`src/swerc_ram.sv`:
```
// ----------------------------------------------------------------------------
// swerc_ram
// Generic single write, single read RAM with registered read data.
// ----------------------------------------------------------------------------
module swerc_ram #(
  parameter int unsigned Width = 32,
  parameter int unsigned Depth = 64,
  localparam int unsigned AddrW = (Depth > 1) ? $clog2(Depth) : 1
) (
  input  logic             clk_i,
  input  logic             we_i,
  input  logic [AddrW-1:0] waddr_i,
  input  logic [Width-1:0] wdata_i,
  input  logic             re_i,
  input  logic [AddrW-1:0] raddr_i,
  output logic [Width-1:0] rdata_o
);

  logic [Width-1:0] mem_q [Depth];
  logic [Width-1:0] rdata_q;

  always_ff @(posedge clk_i) begin
    if (we_i) begin
      mem_q[waddr_i] <= wdata_i;
    end
    if (re_i) begin
      rdata_q <= mem_q[raddr_i];
    end
  end

  assign rdata_o = rdata_q;

endmodule

```
`config.mk`:
```
export PLATFORM = sky130hd
export DESIGN_NAME = swerc_ram
export DESIGN_NICKNAME = d
export VERILOG_FILES = /design/src/swerc_ram.sv
export SDC_FILE = /design/constraint.sdc
export NUM_CORES = 2
export LEC_CHECK = 0
export BUFFER_PORTS_ARGS = -buffer_cell sky130_fd_sc_hd__buf_2
export CORE_MARGIN = 3
export CORE_UTILIZATION = 35
export DETAILED_ROUTE_END_ITERATION = 10
export GPL_TIMING_DRIVEN = 0
export MAX_ROUTING_LAYER = met4
export PLACE_DENSITY = 0.6
export SETUP_SLACK_MARGIN = 0.4
export SYNTH_ARGS = -nofsm -noshare
export SYNTH_HDL_FRONTEND = slang
export SYNTH_SLANG_ARGS = --single-unit
```
`constraint.sdc`:
```
create_clock -name clk_i -period 6.7 [get_ports clk_i]
set_input_delay 1.005 -clock clk_i [delete_from_list [all_inputs] [get_ports clk_i]]
set_output_delay 1.005 -clock clk_i [all_outputs]
set_load 0.01 [all_outputs]
```
Yosys cells after proc, flatten, opt, wreduce, memory -nomap -nowiden

Memory sizes are Yosys's and may differ from the RTL's. A register that Yosys moved wholly into a read port is not among the register bits.
Index checks and enable logic that the tools add are counted.

RAM bits: 2048
Memories kept: 1
Output and inout bits: 32
Register bits after elaboration: 0
Input bits: 47
Word-level logic and storage cells: 3

Multiplexer cells: 2

Memories:

| memory | words | bits a word | rd ports | clocked after Yosys merged registers in | wr ports | line | text |
|---|---|---|---|---|---|---|---|
| mem_q  | 64    | 32          | 1        | 1                                       | 1        | 19   | `logic [Width-1:0] mem_q [Depth];` |

Operators with widths:

| operator | count |
|---|---|
| $mux 1   | 2 |

Logic depth before layout (Yosys ltp)

Word-level depth: 2
Mapped depth: 10
Gate-level depth less buffers: 5

Worst setup path before layout

No wires, ideal clock.

Kind: input to register
Start: input waddr_i[3]
End: memory mem_q[48][0], enable pin
Arrival time: 3.704 ns
Cell stages on the path: 4
Setup time: 0.461 ns
Path buffers: 1
Path slack: 2.535 ns
Required time: 6.239 ns
Path through: clkbuf_1 nor2b_1 nand4b_1 nor3_1

RTL lines:

| element         | line | text |
|---|---|---|
| start, declared | 12   | `input logic [AddrW-1:0] waddr_i,` |
| end, declared   | 19   |  |

No word-level cell before the write port.

==> results.cfg <==
[sta]
max_slew_margin = -0.0183
fmax_mhz = 214
worst_slack_ns = 2.03
finalMaxSlewViolations = 11
rsz0062_at_grt = false
fin_tns_setup_ns = 0
hold_violations = 0
timing.final.crit_share = 0.697
fin_crit_ns = 4.67
worstMarginPinSlew_ns = 1.53
setup_viol = 0
whs_ns = 0.667
fin_skew_ns = 0.0451

[global_route]
grt_antenna_before_repair = 22
use_met1 = 0.279
grt_use_met2 = 0.325
grt_pass1_vias = 38692
grt_pass1_wl_microns = 329000
grt_most_used_layer = met2
use_met3 = 0.0506
grt_max_degree = 65
grtUsageTotal = 0.215
grt_overflow = 0

[yosys]
synth-edff-count = 2080
syn_nets = 3371
yosys.area.top_type_share = 0.792
ys_seq_elements = 2080
synthTopCellsByCount = 2080 x edfxtp_1, 544 x mux4_2, 137 x nor2_1
async_flop_share = 0
netlist_instances = 3324
synth_ff_type = edfxtp_1
yosysWarnings = 0
yosysMostFrequentCell = edfxtp_1
synthDistinctLibCells = 33
yosysSeqAreaShare = 0.792
syn-cell-area_sq_um = 78800
synth.area.top_cells = edfxtp_1 79%, mux4_2 16%, mux2i_1 1.2%, o22ai_1 0.67%, nor2_1 0.65%
yosysTopAreaCell = edfxtp_1
synth_area_per_cell_sq_um = 23.7

[die]
coreArea_sq_um = 223000
dieWidth_microns = 481
rows = 173
start_util = 0.353
dieArea_sq_um = 231000
die_h_microns = 481
ios = 79

[placement]
portBuffers = 70
place.gp.congestion = 0.849
post-place-ws_ns = 1.31
dp_hpwl_microns = 158000

[final_layout]
fillers = 19031
post-route-util = 0.412
fin_nets = 3746
syn_to_final_growth_pct = 16.7
drive_above_1_share = 0.291

[route]
route.detailed.drc = 0
vias = 39393
postRouteAntennaNets = 0
routed_wl_microns = 242000
first_pass_iters = 5
via_per_inst = 5.75
drt_iter0_drc = 6172
wire_per_inst_microns = 35.3

[clocking]
hold_buffers = 0
clockRootBuffer = clkbuf_16
cts_resized = 0
clkSlewWorstSetupHoldPaths_ns = 0.06
post-cts-setup-buffers = 0
cts_buffer_depth = 3
numCtsBuffers = 202
insertion_delay_ns = 0.85
cts_tree = done
htreeDepth = 4
cts.sinks = 2080

[hold_path]
min_path_cells = 1
hp-class = input port to flop

[setup_path]
slowest_stage = buf_1
path_buf_inv = 4
slowest_delay_ns = 0.86
cp.arrival_ns = 5.17
cpLargestDelayFamily = buffers and inverters
required_ns = 7.20
cp.depth = 9
worstSetupPathType = input port to flop
worstRegToRegCells = 4
end_kind = flop
cp_common_cell = buf_2
cp-start-kind = input port
path_cells = buf_2 -> buf_2 -> buf_2 -> buf_1 -> nand3b_1 -> o221ai_1 -> a21oi_1 -> a21oi_1 -> nor2_1
path_max_fanout = 10

[power_and_ir_drop]
power_density_nw_per_um2 = 293
p_leak_nw = 28.2
max-vdd-ir-drop_mv = 0.210

[run_status]
violations = max-capacitance violations, max-slew violations
status = finished, violations left

[flow_run]
cap_violations = 1
## metrics by stage
step           power (W)  std cells  cell area, sq um
3_3_place_gp      0.0162       6369             82900
4_1_cts           0.0271       6843             91900
6_report          0.0269       6852             92000
3_5_place_dp      0.0163       6469             85600
5_1_grt           0.0276       6852             92000
2_1_floorplan     0.0154       3324             78800
## cells by family after synthesis
family,Yosys count,synth area share
flip-flops,2080,0.792
AND/OR/NAND/NOR,223,0.0126
buffers and inverters,182,0.0112
multiplexers,637,0.167
AO/OA/AOI/OAI,202,0.0167
## per-layer routing
metal | vias up | wire, microns
li1 | 15095 | -
met1 | 21256 | 91100
met2 | 2511 | 113000
met3 | 531 | 25600
met4 | 0 | 12300
met5 | - | 0
## final cells by class
cell class / count / area, sq um / share of cell area
diodes: 8 / 20.0 / 0.000218
plain buffers: 182 / 887 / 0.00964
clock buffers: 275 / 5370 / 0.0584
clock inverters: 99 / 922 / 0.0100
multi-input cells: 1062 / 16000 / 0.174
flip-flops and latches: 2080 / 62500 / 0.679
well taps: 2975 / 3720 / 0.0405
repair buffers: 171 / 2650 / 0.0288
## power breakdown
| group | internal (W) | switching (W) |
|---|---|---|
| sequential | 0.0144 | 0.0000265 |
| clock | 0.00603 | 0.00491 |
| combinational | 0.000489 | 0.00103 |
## state kept, by name (all words and copies together) (netlist names)
signal / flops
mem_q: 2048
rdata_o: 32
## path summary, 6_finish.rpt
path,startpoint,to,slack [ns]
min,wdata_i[21],mem_q[47][21],0.67
min reg2reg,mem_q[28][8],rdata_o[8],1.14
max,raddr_i[1],rdata_o[13],2.03
max reg2reg,mem_q[11][13],rdata_o[13],3.77
## layout by cell type, fill, tap and decap left out, types with 14 or more instances in the layout
| cell | count |
|---|---|
| a21oi_1 | 62 |
| buf_1 | 21 |
| buf_12 | 47 |
| buf_16 | 45 |
| buf_2 | 118 |
| buf_4 | 34 |
| buf_6 | 14 |
| clkbuf_1 | 144 |
| clkbuf_16 | 204 |
| clkinv_1 | 50 |
| clkinv_2 | 21 |
| edfxtp_1 | 2080 |
| mux2i_1 | 93 |
| mux4_2 | 544 |
| nand2_1 | 26 |
| nor2_1 | 75 |
| nor2_4 | 62 |
| nor2b_1 | 15 |
| o221ai_1 | 27 |
| o22ai_1 | 84 |
Power figures use the tool's default switching activity.
